### config.mk
export PLATFORM = sky130hd
export DESIGN_NAME = activity_strip_finder_core
export DESIGN_NICKNAME = d
export VERILOG_FILES = /design/src/rtl/core/asf_pkg.sv /design/src/rtl/core/asf_regs.sv /design/src/rtl/core/asf_step.sv /design/src/rtl/core/asf_outq.sv /design/src/rtl/core/activity_strip_finder_core.sv
export SDC_FILE = /design/constraint.sdc
export NUM_CORES = 1
export LEC_CHECK = 0
export BUFFER_PORTS_ARGS = -buffer_cell sky130_fd_sc_hd__buf_2
export CAP_MARGIN = 0
export CORE_MARGIN = 3
export CORE_UTILIZATION = 38
export DETAILED_ROUTE_END_ITERATION = 8
export PLACE_DENSITY = 0.54
export SKIP_LAST_GASP = 1
export SYNTH_ARGS = -nofsm -noshare
export SYNTH_HDL_FRONTEND = slang
export SYNTH_SLANG_ARGS = --single-unit
### constraint.sdc
create_clock -name clk -period 10.75 [get_ports clk]
set_input_delay 0.5375 -clock clk [delete_from_list [all_inputs] [get_ports clk]]
set_output_delay 0.5375 -clock clk [all_outputs]
set_load 0.01 [all_outputs]
### src/rtl/core/asf_pkg.sv
package asf_pkg;

	// Configuration port geometry
	localparam int ADDR_W = 4;
	localparam int DATA_W = 32;
	localparam int IDX_W  = 2;

	// Register indexes (byte address = 4 * index)
	localparam logic [IDX_W-1:0] REG_THRESHOLD   = 2'd0;
	localparam logic [IDX_W-1:0] REG_FIRST_INDEX = 2'd1;
	localparam logic [IDX_W-1:0] REG_LAYER_ID    = 2'd2;

	localparam int MAX_SAMPLES_DEF = 4096;

	// Result queue depth; two slots must be free to take a word
	localparam int OUTQ_DEPTH = 4;

	typedef struct packed {
		logic [14:0] threshold;
		logic [15:0] first_index;
		logic [3:0]  layer_id;
	} cfg_t;

	typedef struct packed {
		logic [3:0]  layer;
		logic [15:0] start_idx;
		logic [15:0] stop_idx;
		logic        last;
	} strip_t;

	// Results produced by one accepted word: count 0..2, first in r0
	typedef struct packed {
		logic [1:0] cnt;
		strip_t     r0;
		strip_t     r1;
	} push_t;

endpackage

### src/rtl/core/asf_regs.sv
module asf_regs import asf_pkg::*; (
	input  logic              clk,
	input  logic              arst_n,
	input  logic              psel,
	input  logic              penable,
	input  logic              pwrite,
	input  logic [ADDR_W-1:0] paddr,
	input  logic [DATA_W-1:0] pwdata,
	output logic [DATA_W-1:0] prdata,
	output cfg_t              cfg
);

	logic             wr_en;
	logic [IDX_W-1:0] idx;
	cfg_t             cfg_q;

	assign idx   = paddr[ADDR_W-1:2];
	assign wr_en = psel && penable && pwrite;
	assign cfg   = cfg_q;

	always_ff @(posedge clk or negedge arst_n) begin
		if (!arst_n) begin
			cfg_q <= '0;
		end else if (wr_en) begin
			unique case (idx)
				REG_THRESHOLD:   cfg_q.threshold   <= pwdata[14:0];
				REG_FIRST_INDEX: cfg_q.first_index <= pwdata[15:0];
				REG_LAYER_ID:    cfg_q.layer_id    <= pwdata[3:0];
				default: ;
			endcase
		end
	end

	always_comb begin
		unique case (idx)
			REG_THRESHOLD:   prdata = {17'd0, cfg_q.threshold};
			REG_FIRST_INDEX: prdata = {16'd0, cfg_q.first_index};
			REG_LAYER_ID:    prdata = {28'd0, cfg_q.layer_id};
			default:         prdata = '0;
		endcase
	end

endmodule

### src/rtl/core/asf_step.sv
module asf_step import asf_pkg::*; #(
	parameter int MAX_SAMPLES = MAX_SAMPLES_DEF
) (
	input  logic               clk,
	input  logic               arst_n,
	input  cfg_t               cfg,
	input  logic               acc,
	input  logic signed [15:0] sample,
	input  logic               last_sample,
	output push_t              push
);

	localparam int CNT_W = $clog2(MAX_SAMPLES + 1);

	logic [15:0]      pos_q, open_begin_q, held_begin_q, held_end_q, last_above_q;
	logic [CNT_W-1:0] cnt_q;
	logic             at_start_q, in_strip_q, held_q;

	logic [15:0]      pos, open_begin_n, held_begin_n, held_end_n, last_above_n, flush_end;
	logic [CNT_W-1:0] cnt;
	logic             active, above, nonpos, closing, emit_conf, flush;
	logic             in_strip_n, held_n;
	strip_t           conf_s, flush_s;

	// Activity start loads the index base
	assign pos    = at_start_q ? cfg.first_index : pos_q;
	assign cnt    = at_start_q ? '0 : cnt_q;
	assign active = cnt < CNT_W'(MAX_SAMPLES);
	assign above  = active && (sample > $signed({1'b0, cfg.threshold}));
	assign nonpos = sample[15] || (sample == '0);
	assign closing   = active && !above && in_strip_q && nonpos;
	assign emit_conf = above && held_q;

	always_comb begin
		in_strip_n   = in_strip_q;
		held_n       = held_q;
		open_begin_n = open_begin_q;
		held_begin_n = held_begin_q;
		held_end_n   = held_end_q;
		last_above_n = last_above_q;
		if (above) begin
			last_above_n = pos;
			held_n       = 1'b0;
			in_strip_n   = 1'b1;
			if (!in_strip_q)
				open_begin_n = pos;
		end else if (closing) begin
			held_n       = 1'b1;
			held_begin_n = open_begin_q;
			held_end_n   = pos;
			in_strip_n   = 1'b0;
		end
	end

	assign flush     = last_sample && (held_n || in_strip_n);
	assign flush_end = last_above_n + 16'd1;

	always_comb begin
		conf_s.layer     = cfg.layer_id;
		conf_s.start_idx = held_begin_q;
		conf_s.stop_idx  = held_end_q;
		conf_s.last      = !flush;
		flush_s.layer     = cfg.layer_id;
		flush_s.start_idx = held_n ? held_begin_n : open_begin_n;
		flush_s.stop_idx  = flush_end;
		flush_s.last      = 1'b1;
	end

	always_comb begin
		push.cnt = acc ? ({1'b0, emit_conf} + {1'b0, flush}) : 2'd0;
		push.r0  = emit_conf ? conf_s : flush_s;
		push.r1  = flush_s;
	end

	always_ff @(posedge clk or negedge arst_n) begin
		if (!arst_n) begin
			at_start_q <= 1'b1;
			in_strip_q <= 1'b0;
			held_q     <= 1'b0;
			cnt_q      <= '0;
		end else if (acc) begin
			if (last_sample) begin
				at_start_q <= 1'b1;
				in_strip_q <= 1'b0;
				held_q     <= 1'b0;
			end else begin
				at_start_q <= 1'b0;
				in_strip_q <= in_strip_n;
				held_q     <= held_n;
			end
			cnt_q <= active ? cnt + CNT_W'(1) : cnt;
		end
	end

	always_ff @(posedge clk) begin
		if (acc) begin
			pos_q        <= active ? pos + 16'd1 : pos;
			open_begin_q <= open_begin_n;
			held_begin_q <= held_begin_n;
			held_end_q   <= held_end_n;
			last_above_q <= last_sample ? 16'd0 : last_above_n;
		end
	end

endmodule

### src/rtl/core/asf_outq.sv
module asf_outq import asf_pkg::*; (
	input  logic   clk,
	input  logic   arst_n,
	input  push_t  push,
	input  logic   pop,
	output logic   valid,
	output logic   room,
	output strip_t head
);

	localparam int PTR_W = $clog2(OUTQ_DEPTH);
	localparam int CNT_W = $clog2(OUTQ_DEPTH + 1);

	strip_t           mem_q [OUTQ_DEPTH];
	logic [PTR_W-1:0] wp_q, rp_q;
	logic [CNT_W-1:0] cnt_q;
	logic             do_pop;

	assign valid  = cnt_q != '0;
	assign room   = cnt_q <= CNT_W'(OUTQ_DEPTH - 2);
	assign head   = mem_q[rp_q];
	assign do_pop = pop && valid;

	always_ff @(posedge clk or negedge arst_n) begin
		if (!arst_n) begin
			wp_q  <= '0;
			rp_q  <= '0;
			cnt_q <= '0;
		end else begin
			wp_q  <= wp_q + PTR_W'(push.cnt);
			rp_q  <= rp_q + PTR_W'(do_pop);
			cnt_q <= cnt_q + CNT_W'(push.cnt) - CNT_W'(do_pop);
		end
	end

	always_ff @(posedge clk) begin
		if (push.cnt != 2'd0)
			mem_q[wp_q] <= push.r0;
		if (push.cnt == 2'd2)
			mem_q[wp_q + PTR_W'(1)] <= push.r1;
	end

endmodule

### src/rtl/core/activity_strip_finder_core.sv
// Channel   | Handshake               | Payload
// ----------+-------------------------+------------------------------------------
// config    | APB psel/penable/pready | paddr[3:0], pwdata[31:0], prdata[31:0]
// input     | in_valid / in_ready     | sample (s16), last_sample
// output    | out_valid / out_ready   | strip_layer, strip_begin, strip_end, last_strip
//
// One input word per cycle while in_ready is high. Each word is evaluated in
// the cycle it is taken and its zero to two strips land in a 4-entry result
// queue, then reach the output in order behind any strips already waiting.
// in_ready drops while fewer than two queue slots are free, so a stalled
// output side backs up into the input once three strips wait: after two or
// three strip-making words, while words that make no strip never block.
// Asynchronous reset clears the queue and the run state; registers read 0.
module activity_strip_finder_core import asf_pkg::*; #(
	parameter int MAX_SAMPLES = MAX_SAMPLES_DEF
) (
	input  logic               clk,
	input  logic               arst_n,
	// config port
	input  logic               psel,
	input  logic               penable,
	input  logic               pwrite,
	input  logic [ADDR_W-1:0]  paddr,
	input  logic [DATA_W-1:0]  pwdata,
	output logic [DATA_W-1:0]  prdata,
	output logic               pready,
	// sample words
	input  logic               in_valid,
	output logic               in_ready,
	input  logic signed [15:0] sample,
	input  logic               last_sample,
	// strip words
	output logic               out_valid,
	input  logic               out_ready,
	output logic [3:0]         strip_layer,
	output logic [15:0]        strip_begin,
	output logic [15:0]        strip_end,
	output logic               last_strip
);

	cfg_t   cfg;
	push_t  push;
	strip_t head;
	logic   room, acc;

	assign pready = 1'b1;

	asf_regs u_regs (
		.clk     (clk),
		.arst_n  (arst_n),
		.psel    (psel),
		.penable (penable),
		.pwrite  (pwrite),
		.paddr   (paddr),
		.pwdata  (pwdata),
		.prdata  (prdata),
		.cfg     (cfg)
	);

	// Word taken whenever the queue can absorb the worst case of two strips
	assign in_ready = room;
	assign acc      = in_valid && room;

	// Hysteresis run state and strip emission, all in the accept cycle
	asf_step #(
		.MAX_SAMPLES (MAX_SAMPLES)
	) u_step (
		.clk         (clk),
		.arst_n      (arst_n),
		.cfg         (cfg),
		.acc         (acc),
		.sample      (sample),
		.last_sample (last_sample),
		.push        (push)
	);

	// Result queue decouples the output handshake from the input side
	asf_outq u_outq (
		.clk    (clk),
		.arst_n (arst_n),
		.push   (push),
		.pop    (out_ready),
		.valid  (out_valid),
		.room   (room),
		.head   (head)
	);

	assign strip_layer = head.layer;
	assign strip_begin = head.start_idx;
	assign strip_end   = head.stop_idx;
	assign last_strip  = head.last;

endmodule

=== Yosys cells after proc, flatten, opt, wreduce, memory -nomap -nowiden ===
Memories as Yosys holds them, arrays and structs flattened.
Cells that the tools add are included.

* Logic and storage cells: 78
* Output and inout bits: 72
* Memory bits (writable): 148
* Input bits: 60
* Memories kept: 1
* Register bits after elaboration: 138

* Multiplexer cells: 24
* Reduce and logical (&&, ||, !) cells: 22
* Add/subtract/negate cells: 9
* Magnitude comparators: 3
* Equality and inequality tests: 3
* Bitwise operators: 1

{| class="wikitable"
|+ Memories
! memory !! words !! width !! read ports !! clocked after Yosys merged registers in !! write ports !! RTL line !! text
|-
| u_outq.mem_q || 4 || 37 || 1 || 0 || 2 || asf_outq.sv:14 || <nowiki>strip_t mem_q [OUTQ_DEPTH];</nowiki>
|}

{| class="wikitable"
|+ Operators with widths
! operator !! number
|-
| $mux W16 || 8
|-
| $pmux W16 S3 || 1
|-
| $mux W33 || 1
|-
| $add A16 B1 Y16 const B || 2
|-
| $mux W13 || 2
|-
| $gt A16 B16 Y1 || 1
|-
| $logic_not A16 Y1 || 1
|-
| $add A13 B1 Y13 const B || 1
|-
| $lt A13 B13 Y1 const B || 1
|-
| $mux W1 || 11
|-
| $logic_and A1 B1 Y1 || 10
|-
| $reduce_and A2 Y1 || 3
|-
| $eq A2 B2 Y1 const B || 2
|-
| $add A3 B2 Y3 || 1
|-
| $le A3 B2 Y1 const B || 1
|-
| $reduce_and A3 Y1 || 1
|-
| $reduce_bool A3 Y1 || 1
|-
| $sub A3 B1 Y3 || 1
|-
| $add A1 B1 Y2 || 1
|-
| $add A2 B1 Y2 || 1
|-
| $add A2 B1 Y2 const B || 1
|-
| $add A2 B2 Y2 || 1
|-
| $eq A2 B1 Y1 const B || 1
|-
| $logic_not A1 Y1 || 2
|-
| other kinds (5) || 6
|}

=== Longest topological paths before layout ===
Gate-level depths: netlist of run 1.

* Depth after elaboration: 16
* Mapped depth: 20
* Mapped depth without buffers: 18

=== Modules after synthesis ===
From an unflattened synthesis of run 1, not the netlist that was laid out.

* Cell total of the unflattened synthesis: 1201
* Area, all modules: 16001.6 sq um

{| class="wikitable"
|+ By module, submodules not included
! module !! instances !! sequential area each (sq um) !! cells each !! area an instance (sq um)
|-
| asf_outq || 1 || 4619.4 || 397 || 7923.8
|-
| asf_step || 1 || 2803.9 || 668 || 6342.3
|-
| asf_regs || 1 || 875.8 || 133 || 1717.9
|-
| activity_strip_finder_core || 1 || 0.0 || 3 || 17.5
|}

=== Worst setup path after synthesis of run 1 ===
OpenSTA, ideal clock, no wires.

* Kind: input -> register
* From: input port sample[13]
* To: memory u_outq.mem_q[1][10] in the netlist's numbering, enable pin
* Buffers on the path: 2
* Stages: 13
* Data required time: 10317 ps
* Arrival: 4867 ps
* Slack: 5450 ps
* Library setup time: 433 ps
* Path through: ha_1 -> a21o_1 -> a211o_1 -> o31ai_4 -> nor2_2 -> buf_2 -> buf_2 -> o31a_1 -> ha_1 -> nor2_1 -> nor2_1 -> a21oi_1 -> nor2_1

{| class="wikitable"
|+ RTL lines
! what !! RTL line !! text
|-
| start, declared || activity_strip_finder_core.sv:30 || <nowiki>input logic signed [15:0] sample,</nowiki>
|-
| end, declared || asf_outq.sv:14 ||
|}

==> Implementation_results.wiki, run 1 <==
{| class="wikitable"
! Metric !! Value
|-
| Status || finished, final reports clean
|-
| Maximum net fanout on the critical path || 22
|-
| Final count of negative-setup-slack endpoints || 0
|-
| Routability congestion estimate from global placement || 0.834
|-
| Drt pass-1 iters || 5
|-
| Residual DRC count || 0
|-
| Warnings, synthesis || 0
|-
| Global-route wire length before repair || ~60,000 µm
|-
| TritonCTS clock tree || built
|-
| Sum of negative setup slack || 0 ns
|-
| Async SR Flop Fraction || 20.3%
|-
| Number of sinks on the clock net || 286
|-
| Num rows || 71
|-
| Register Area || just over 8000 µm²
|-
| Cell area power density || approximately 240 nW/µm²
|-
| Final design instance area without fill || 17,100 µm²
|-
| Relative slew slack || between 15 and 20%
|-
| Worst-Skew Late Latency || 0.51 ns
|-
| Die footprint || slightly above 40,000 µm²
|-
| Capturing element type of the critical path || flop
|-
| Post-CTS clock slew at the launch and capture registers of the worst setup and hold paths || 0.06 ns
|-
| Vias post-DR || 9,670
|-
| Seq/Total Area, Yosys || 55.6%
|-
| Synthesis-to-finish area growth || 15.0%
|-
| Period minus WS final || 5.36 ns
|-
| Number of enable flip-flop cells after synthesis || 224
|-
| Total inserted antenna cells || 0
|-
| Initial cell density of the core || 39.0%
|-
| Post-cts hold buffer count || 0
|-
| Area of the placeable core || 38,100 µm²
|-
| Max-cap check violation count || 0
|-
| Actual transition at the worst max-transition pin || between 1 and 1.5 ns
|-
| Count of instances resized after the clock tree is built || 0
|-
| Max-slew violation count || 0
|-
| Worst setup slack for register-to-register paths || around 5.4 ns
|-
| Final worst path period share || 49.8%
|-
| Final WL || about 38,000 µm
|-
| Buffers from clock root to sink, at most || 3
|-
| Unique masters post-synth || 68
|-
| Net count, final || 1,340
|-
| Number of antenna violations at the first check in global routing || 0
|-
| Multi-input combinational cell area || 6130 µm²
|-
| Mean instance size in the synthesized netlist || around 13 µm²
|-
| Share of final-layout standard cells stronger than drive strength 1 || 23.1%
|-
| Filler Cells Inserted || approximately 3,500
|-
| Iteration-0 DRC count of the detailed router || between 500 and 600
|-
| Port Buf Inserts || 96
|-
| H-tree levels || 2
|-
| Synth Flop Type || edfxtp_1
|-
| Total GRT Usage || a little under a fifth
|-
| Post-route worst setup slack || 5.39 ns
|-
| Leakage || 6.39 nW
|-
| Worst setup path category || reg2reg
|-
| Die X-Extent || about 200 µm
|-
| Worst-case clock skew || ~0.015 ns
|-
| Final hold slack || 0.211 ns
|-
| Inserted Clock Buffers || 34
|-
| Grt ovf || 0
|-
| Startpoint types || flop
|-
| HPWL after DPL || about 25,000 µm
|-
| Vias/cell || 5.40
|-
| Data arrival time of the critical path || 5.62 ns
|-
| Hold WC Path Type || in2async
|-
| Number of global-route vias before repair || 9,840
|-
| Post-route antenna net violation count || 0
|-
| Largest vdd supply drop || between 90 and 100 µV
|-
| Dpl ws || 5.03 ns
|-
| Synth Cell Area || 14,900 µm²
|-
| Placement Cell Area || 15,800 µm²
|-
| Maximum number of pins on one net before global-route repair || 77
|-
| Fmax || 187 MHz
|-
| Number of synthesized register bits || between 200 and 300
|-
| Die H || between 200 and 250 µm
|-
| Clock root buffer master || clkbuf_16
|-
| I/O pins || 132
|-
| Required arrival time at the worst endpoint || 11.01 ns
|-
| Routed wire per std cell || 21.4 µm
|-
| Syn Inst Count || roughly 1,200
|-
| RSZ-0062 raised after global routing || no
|-
| Post-CTS setup-driven buffer insertion count || 0
|-
| Final hold viol count || 0
|-
| Overall power consumption || between 4 and 5 mW
|}
## worst paths after layout
check                                   start                  end  cells after the start
max                            u_regs.cfg[33]  u_outq.mem_q[0][36]                     14
min                                    arst_n        u_regs.cfg[0]                      2
max reg2reg                    u_regs.cfg[33]  u_outq.mem_q[0][36]                     14
min reg2reg                u_outq.mem_q[0][0]   u_outq.mem_q[0][0]                      2
max in group asynchronous              arst_n       u_outq.rp_q[0]                      2
min in group clk                    pwdata[4]       u_regs.cfg[24]                      3
## flip-flops by register name, indices dropped and copies added, names as in the netlist
signal               count
u_step.open_begin_q     16
u_outq.rp_q              2
u_outq.wp_q              2
u_outq.mem_q           148
u_step.last_above_q     16
u_regs.cfg              35
u_step.at_start_q        1
u_step.held_end_q       16
u_step.held_q            1
u_outq.cnt_q             3
u_step.in_strip_q        1
u_step.pos_q            16
u_step.cnt_q            13
u_step.held_begin_q     16
## Yosys cell counts (all sizes together), types with 16 or more instances
| library cell | instances | area [µm²] |
|---|---|---|
| edfxtp | 224 | 6730 |
| a22o | 106 | 928 |
| nand2 | 98 | 378 |
| nor2 | 74 | 283 |
| o21ai | 64 | 320 |
| dfrtp | 57 | 1430 |
| buf | 48 | 307 |
| inv | 43 | 161 |
| mux2 | 40 | 450 |
| mux2i | 40 | 400 |
| xnor2 | 39 | 342 |
| mux4 | 37 | 833 |
| clkbuf | 36 | 136 |
| a21oi | 34 | 170 |
| nand3 | 26 | 135 |
| ha | 25 | 313 |
| nor3 | 20 | 110 |
| o21a | 17 | 128 |
| o221a | 16 | 268 |
## area by class of cell
type,instances,share of cell area [%]
Multi-Input combinational cell,772,35.9
Inverter,43,0.944
Clock buffer,48,5.96
Tap cell,511,3.74
Timing Repair Buffer,117,3.73
Clock inverter,14,1.43
Sequential cell,286,48.3
## layer usage
metal / track usage, % / vias up / wire length [µm]
met4: 4.06 / 0 / 632
met5: 0 / - / 0
met2: 30.2 / 266 / 18000
li1: - / 4613 / -
met1: 26.2 / 4744 / 17700
met3: 2.67 / 47 / 2070
## report_power, final
group	switching, mW	internal (mW)
Combinational	0.690	0.503
Sequential	0.203	1.41
Clock	0.453	0.829
Total	1.35	2.74
## cell families after synthesis
| family | share of synthesized area, % |
|---|---|
| AOI/OAI and AO/OA | 14.2 |
| xor gates and xnor gates | 3.12 |
| adders and majority gates | 2.24 |
| buffers and inverters | 4.07 |
| DFF | 55.6 |
| muxes | 11.3 |
| other | 0.0505 |
| and+or+nand+nor | 9.37 |
## critical path: stages (launching register included)
cell	delay (ns)
dfrtp_1	0.35
inv_1	0.07
ha_1	0.32
a21o_1	0.19
a211o_1	0.34
o31a_2	0.47
nand2_1	0.09
buf_4	0.32
inv_2	0.18
ha_1	0.37
o21ai_0	0.46
or3_1	0.50
nand2_1	0.74
buf_4	0.51
and2_1	0.21
## cells in the final DEF (no fill, tap or decap), types with 6 or more instances in the layout
cell type and count:
o21a_1 17, a21oi_1 34, nor2_1 64, inv_1 40
conb_1 17, clkbuf_16 38, buf_4 21, o221a_2 6
xnor2_1 39, nor3_1 17, mux2i_1 40, a211oi_1 12
mux4_2 37, edfxtp_1 224, and2_1 15, bufinv_16 7
clkinv_2 6, o21ai_0 62, o221a_4 10, nand4_1 14
a22o_1 106, clkbuf_1 7, buf_2 96, dfrtp_1 56
nand2_1 96, or3_1 6, mux2_2 40, ha_1 25
xor2_1 14, nor2_4 6, nor2b_1 13, nand3_1 25
## metrics by stage
stage,utilization (%),cells
3_5_place_dp,41.5,1729
5_1_grt,44.9,1791
4_1_cts,44.9,1791
3_3_place_gp,41.5,1729
6_report,44.9,1791
2_1_floorplan,-,1185
(Power assumes the default switching activity.)
==> run 2, diff against run 1 <==
clock period = 5.4 ns   (was 10.75 ns; I/O delays follow)
==> run 2 against run 1 <==
  * First-iteration DRC count up 38%
  * Worst hold slack lost 0.12 ns
  * Clock skew grew 0.0083 ns
  * Register-to-register slack worse by 4.5 ns
  * Critical path type unchanged
  * Critical endpoint is now u_outq.mem_q[0][15]
==> Implementation_results.wiki, run 2 (synthesis results as in run 1) <==
{| class="wikitable"
! Metric !! Value
|-
| Status || finished, final reports clean
|-
| Total GRT Usage || 18.3%
|-
| Final worst path period share || 83.1%
|-
| Num rows || between 70 and 80
|-
| Vias/cell || 5.39
|-
| Routed wire per std cell || 21.1 µm
|-
| Grt ovf || 0
|-
| Final count of negative-setup-slack endpoints || 0
|-
| Max-slew violation count || 0
|-
| Most frequent standard cell in the layout excluding fill and tap cells || edfxtp_1
|-
| Global-route wire length before repair || 58,900 µm
|-
| Synthesis-to-finish area growth || 14.8%
|-
| Met1 Resource Use GR || 26.2%
|-
| Clock root buffer master || clkbuf_16
|-
| Final hold viol count || 0
|-
| H-tree levels || 1
|-
| Post-cts hold buffer count || 17
|-
| Startpoint types || flop
|-
| Total inserted antenna cells || 0
|-
| Relative slew slack || between 30% and 40%
|-
| HPWL after DPL || 25,600 µm
|-
| Port Buf Inserts || 96
|-
| Final WL || 38,300 µm
|-
| Hold Path Depth || 3
|-
| Post-CTS clock slew at the launch and capture registers of the worst setup and hold paths || approximately 0.060 ns
|-
| Drt pass-1 iters || 4
|-
| Worst reg2reg path endpoint || u_outq.mem_q[0][15]
|-
| Die H || between 200 and 250 µm
|-
| Start point of the worst min-delay path || out_ready
|-
| TritonCTS clock tree || built
|-
| Worst-Skew Late Latency || 0.57 ns
|-
| Internal portion of total power || 4.98 mW
|-
| Grt peak-use layer || met2
|-
| Switching power || between 2 and 3 mW
|-
| Initial cell density of the core || 39.0%
|-
| Required arrival time at the worst endpoint || between 5 and 6 ns
|-
| Destination of the worst hold path || u_outq.rp_q[0]
|-
| Worst setup slack for register-to-register paths || 0.91 ns
|-
| Period minus WS final || 4.49 ns
|-
| Iteration-0 DRC count of the detailed router || 771
|-
| Largest vdd supply drop || 279 µV
|-
| Final cell count without fillers || 1,817
|-
| Vias post-DR || 9,789
|-
| Maximum number of pins on one net before global-route repair || 75
|-
| Number of sinks on the clock net || 286
|-
| I/O pins || 132
|-
| Cell area power density || 446 nW/µm²
|-
| Depth of the most critical reg-to-reg path || 19
|-
| Met2 track demand over resource || 30.1%
|-
| Number of antenna violations at the first check in global routing || 0
|-
| Fraction of power consumed by combinational cells || between 30% and 40%
|-
| Fmax || between 200 and 250 MHz
|-
| Top reg by flops || u_outq.mem_q
|-
| Reg-to-Reg Start || u_regs.cfg[33]
|-
| Power share of the sequential group || 41.4%
|-
| Number of global-route vias before repair || 9,732
|-
| RSZ-0062 raised after global routing || no
|-
| Share of power burned in the clock network || 26.5%
|-
| Count of instances resized after the clock tree is built || 0
|-
| Actual transition at the worst max-transition pin || between 1 and 1.5 ns
|-
| Maximum net fanout on the critical path || 25
|-
| Post-route antenna net violation count || 0
|-
| Die footprint || 41,500 µm²
|-
| Max-cap check violation count || 0
|-
| Buffers from clock root to sink, at most || 3
|-
| Routability congestion estimate from global placement || about 0.82
|-
| Switching power as a share of total power || 34.5%
|-
| Area of the placeable core || ~38,000 µm²
|-
| Leakage || around 6.4 nW
|-
| Share of final-layout standard cells stronger than drive strength 1 || 22.7%
|-
| Worst-case clock skew || ~0.023 ns
|-
| Die X-Extent || 204 µm
|-
| Sum of negative setup slack || 0 ns
|-
| Capturing element type of the critical path || flop
|-
| Worst setup path category || reg2reg
|-
| Most used cells in the layout excluding fill and tap cells || edfxtp_1, a22o_1, nand2_1, buf_2, nor2_1
|-
| Hold WC Path Type || in2reg
|-
| Max reg flops || 148
|-
| Routing usage on met3 || 2.15%
|-
| Cell count after placement || 1,743
|-
| Residual DRC count || 0
|-
| Post-CTS setup-driven buffer insertion count || 0
|-
| Inserted Clock Buffers || 31
|-
| Net count, final || 1,368
|-
| Data arrival time of the critical path || 4.78 ns
|}
==> run 2: changes by cell type in the layout (fill, tap and decap cells not counted), sizes merged <==
cell / delta
inv: +1
bufinv: -5
clkinvlp: +2
buf: +14
clkbuf: -5
dlygate4sd3: +17
clkinv: +2
==> run 2: worst max-delay path, stage by stage, from the launching register on <==
cell       delay (ns)
dfrtp_1          0.34
inv_1            0.06
ha_1             0.32
a21o_1           0.19
a211o_1          0.33
o31ai_4          0.43
nor2_2           0.08
buf_4            0.26
nand2_1          0.09
o21ai_0          0.08
buf_4            0.17
inv_1            0.05
ha_1             0.32
o2111ai_1        0.21
or2_1            0.32
nor3_1           0.21
xnor2_1          0.09
mux2i_1          0.34
a21oi_1          0.13
o21bai_1         0.17
==> run 2: power by group through the flow <==
stage               Combinational, mW  Clock, mW  Sequential [mW]
CTS                              2.49       2.06             3.15
global route                     2.67       2.16             3.20
finish                           2.44       2.01             3.15
global placement                 2.44          0             3.18
floorplan                        1.78          0             3.03
detailed placement               2.47          0             3.19
==> run 2: layout make-up <==
type	instances	area, µm²
sequential	286	8260
inverter	43	161
tap	511	639
multi-input combinational	772	6110
timing repair buffer	148	938
clock inverter	14	125
fill	3511	21100
clock buffer	43	821
==> run 2: per-layer routing <==
layer | wire length, µm | vias up
met4 | 606 | 0
met3 | 2020 | 45
met5 | 0 | -
li1 | - | 4642
met2 | 18100 | 247
met1 | 17500 | 4855
==> run 2: through the flow <==
stage	util [%]	cell area [µm²]	power [mW]	setup WS (ns)	hold WS, ns
3_5_place_dp	41.8	15900	5.66	0.915	0.463
4_1_cts	44.7	17100	7.70	0.896	0.0824
2_1_floorplan	-	14900	4.81	0.284	-0.0256
6_report	44.7	17100	7.60	0.914	0.0888
3_3_place_gp	41.8	15900	5.62	0.967	0.462
5_1_grt	44.7	17100	8.03	0.527	0.113
==> run 2: worst max-delay path by stage <==
| stage | start | to | slack (ns) | cells after the start |
|---|---|---|---|---|
| 5_1_grt | u_regs.cfg[32] | u_outq.mem_q[0][15] | 0.53 | 20 |
| 3_5_place_dp | sample[13] | u_outq.mem_q[0][15] | 0.91 | 19 |
| 4_1_cts | u_regs.cfg[33] | u_outq.mem_q[0][15] | 0.90 | 19 |
| 6_report | u_regs.cfg[33] | u_outq.mem_q[0][15] | 0.91 | 19 |
| 3_3_place_gp | sample[13] | u_outq.mem_q[0][13] | 0.97 | 19 |
| 2_1_floorplan | u_regs.cfg[33] | u_outq.mem_q[1][10] | 0.28 | 14 |
==> run 3, diff against run 2 <==
clock period = 4.19 ns   (was 5.4 ns; I/O delays follow)
==> run 3 against run 2 <==
  * Clock power increased by 43%
  * Critical path type unchanged
  * Setup slack got worse by 0.62 ns
  * Final cell count rose by 1.4%
  * Combinational power increased by 31%
  * Register-to-register slack got worse by 0.62 ns
  * Critical path depth fell by 5
  * Sequential cell count stayed put
  * Count of clock-buffer cells in the layout is 10 lower
  * Highest routed layer unchanged
  * First-iteration DRC count decreased by 18%
  * Final area grew 2.7%
==> Implementation_results.wiki, run 3 (synthesis results as in run 1) <==
{| class="wikitable"
! Metric !! Value
|-
| Status || finished, final reports clean
|-
| Share of power burned in the clock network || 28.3%
|-
| Total GRT Usage || 18.5%
|-
| Net count, final || 1,393
|-
| Grt ovf || 0
|-
| Sum of negative setup slack || 0 ns
|-
| Leakage || between 6 and 7 nW
|-
| Worst path cell trace || inv_1 > ha_1 > a21o_1 > a211o_1 > o31ai_4 > nor2_2 > o31a_1 > ha_1 > nor2_1 > nor2_1 > a31oi_1 > nor2_2 > buf_4 > a22o_1
|-
| Top reg by flops || u_outq.mem_q
|-
| Cell area power density || 581 nW/µm²
|-
| Hold WC Path Type || in2reg
|-
| Buffers from clock root to sink, at most || 3
|-
| Actual transition at the worst max-transition pin || between 1 and 1.5 ns
|-
| Largest vdd supply drop || between 400 and 500 µV
|-
| Launch point of the critical path || u_regs.cfg[33]
|-
| Area of the placeable core || 38,100 µm²
|-
| Master of the slowest instance on the critical path || a31oi_1
|-
| Worst setup path category || reg2reg
|-
| Inserted Clock Buffers || 31
|-
| Data arrival time of the critical path || 4.22 ns
|-
| Largest stage delay on the critical path || roughly 0.43 ns
|-
| Total inserted antenna cells || 0
|-
| Relative slew slack || 27.8%
|-
| Worst setup path end || u_outq.mem_q[1][30]
|-
| Number of antenna violations at the first check in global routing || 0
|-
| Fmax || 257 MHz
|-
| Port Buf Inserts || 96
|-
| Reg-to-Reg Start || u_regs.cfg[33]
|-
| Final hold viol count || 0
|-
| Num rows || 71
|-
| Worst setup slack for register-to-register paths || 0.29 ns
|-
| HPWL after DPL || around 26,000 µm
|-
| Grt peak-use layer || met2
|-
| Required arrival time at the worst endpoint || 4.51 ns
|-
| Die X-Extent || 204 µm
|-
| Final worst path period share || between 90% and 100%
|-
| H-tree levels || 1
|-
| Max-slew violation count || 0
|-
| Synthesis-to-finish area growth || 17.8%
|-
| Vias post-DR || roughly 9,900
|-
| Final hold slack || 0.0211 ns
|-
| Post-CTS clock slew at the launch and capture registers of the worst setup and hold paths || 0.06 ns
|-
| Max reg flops || 148
|-
| Vias/cell || 5.36
|-
| CP Buf/Inv Count || 2
|-
| Most used cells in the layout excluding fill and tap cells || edfxtp_1, a22o_1, buf_2, nand2_1, nor2_1
|-
| Most frequent standard cell in the layout excluding fill and tap cells || edfxtp_1
|-
| I/O pins || roughly 130
|-
| Switching power as a share of total power || 33.9%
|-
| Clock root buffer master || clkbuf_16
|-
| Drt pass-1 iters || 5
|-
| Internal portion of total power || 6.73 mW
|-
| Die footprint || 41,500 µm²
|-
| Switching power || approximately 3.4 mW
|-
| Capturing element type of the critical path || flop
|-
| Post-CTS setup-driven buffer insertion count || 0
|-
| Power share of the sequential group || 40.2%
|-
| Routing usage on met3 || 2.17%
|-
| Period minus WS final || 3.90 ns
|-
| Worst-case clock skew || ~0.014 ns
|-
| Routed wire per std cell || 20.8 µm
|-
| Met1 Resource Use GR || 26.4%
|-
| Worst reg2reg path endpoint || u_outq.mem_q[1][30]
|-
| Met2 track demand over resource || 30.2%
|-
| Number of cells on the critical path || 14
|-
| Maximum net fanout on the critical path || 15
|-
| RSZ-0062 raised after global routing || no
|-
| TritonCTS clock tree || built
|-
| Depth of the most critical reg-to-reg path || 14
|-
| Max-cap check violation count || 0
|-
| Number of sinks on the clock net || approximately 290
|-
| Die H || 204 µm
|-
| Worst-Skew Late Latency || 0.57 ns
|-
| Routability congestion estimate from global placement || 0.861
|-
| Iteration-0 DRC count of the detailed router || 629
|-
| Kind of cell with the highest combined delay on the critical path || compound AO/OA/AOI/OAI gates
|-
| Startpoint types || flop
|-
| Initial cell density of the core || 39.0%
|-
| Fraction of power consumed by combinational cells || 31.5%
|-
| Overall power consumption || 10.2 mW
|-
| Final count of negative-setup-slack endpoints || 0
|-
| Number of global-route vias before repair || 10,100
|-
| Maximum number of pins on one net before global-route repair || 74
|-
| Share of final-layout standard cells stronger than drive strength 1 || roughly 25%
|-
| Final WL || 38,300 µm
|-
| Post-route antenna net violation count || 0
|-
| Residual DRC count || 0
|-
| Global-route wire length before repair || around 60,000 µm
|}
## run 3: worst register-to-register path: cells and delay by family, from the launching register on
kind | cells | cell delay (ns)
AND/OR/NAND/NOR | 4 | 0.38
flip-flops | 1 | 0.35
AO/OA/AOI/OAI | 6 | 1.92
adder cells (fa/ha/maj) | 2 | 0.70
buffers and inverters | 2 | 0.29
## run 3: metal layers
| metal | vias to the layer above | part of all wire, % |
|---|---|---|
| li1 | 4711 | - |
| met1 | 4875 | 46 |
| met2 | 248 | 48 |
| met3 | 50 | 4.8 |
| met4 | 0 | 1.6 |
| met5 | - | 0 |
## run 3: power groups by stage
stage	clock network [mW]	registers, mW	logic (mW)
after floorplan	0	3.89	2.30
after global placement	0	4.13	3.19
after detailed placement	0	4.15	3.22
after CTS	2.96	4.10	3.25
after global routing	3.08	4.17	3.50
final	2.88	4.09	3.20
## run 3: what timing repair did
item,in CTS,in global routing
resized for setup,0,1
endpoints found under the setup margin,0,3
hold endpoints to repair,61,0
hold buffers,17,0
## run 3: area by class of cell
cell class	instances	area, µm²
repair buffers	173	1240
clock buffers	33	783
multi-input cells	772	6120
fillers	3460	20600
inverters	43	165
flip-flops and latches	286	8260
clock inverters	25	294
well taps	511	639
## run 3: worst min-delay path by stage
stage          startpoint               to  cells past startpoint
2_1_floorplan      arst_n  u_outq.cnt_q[0]                      0
3_3_place_gp       arst_n    u_regs.cfg[3]                      1
3_5_place_dp       arst_n    u_regs.cfg[1]                      1
4_1_cts         out_ready   u_outq.rp_q[0]                      3
5_1_grt         out_ready   u_outq.rp_q[0]                      3
6_report        out_ready   u_outq.rp_q[0]                      3
## run 3: through the flow
stage          util, %  setup slack (ns)  std cells  instance area [µm²]
2_1_floorplan        -            -0.326       1185                14900
3_3_place_gp      42.6             0.345       1768                16300
3_5_place_dp      42.6             0.292       1768                16300
4_1_cts           45.9             0.275       1843                17500
5_1_grt           45.9            0.0521       1843                17500
6_report          45.9             0.291       1843                17500
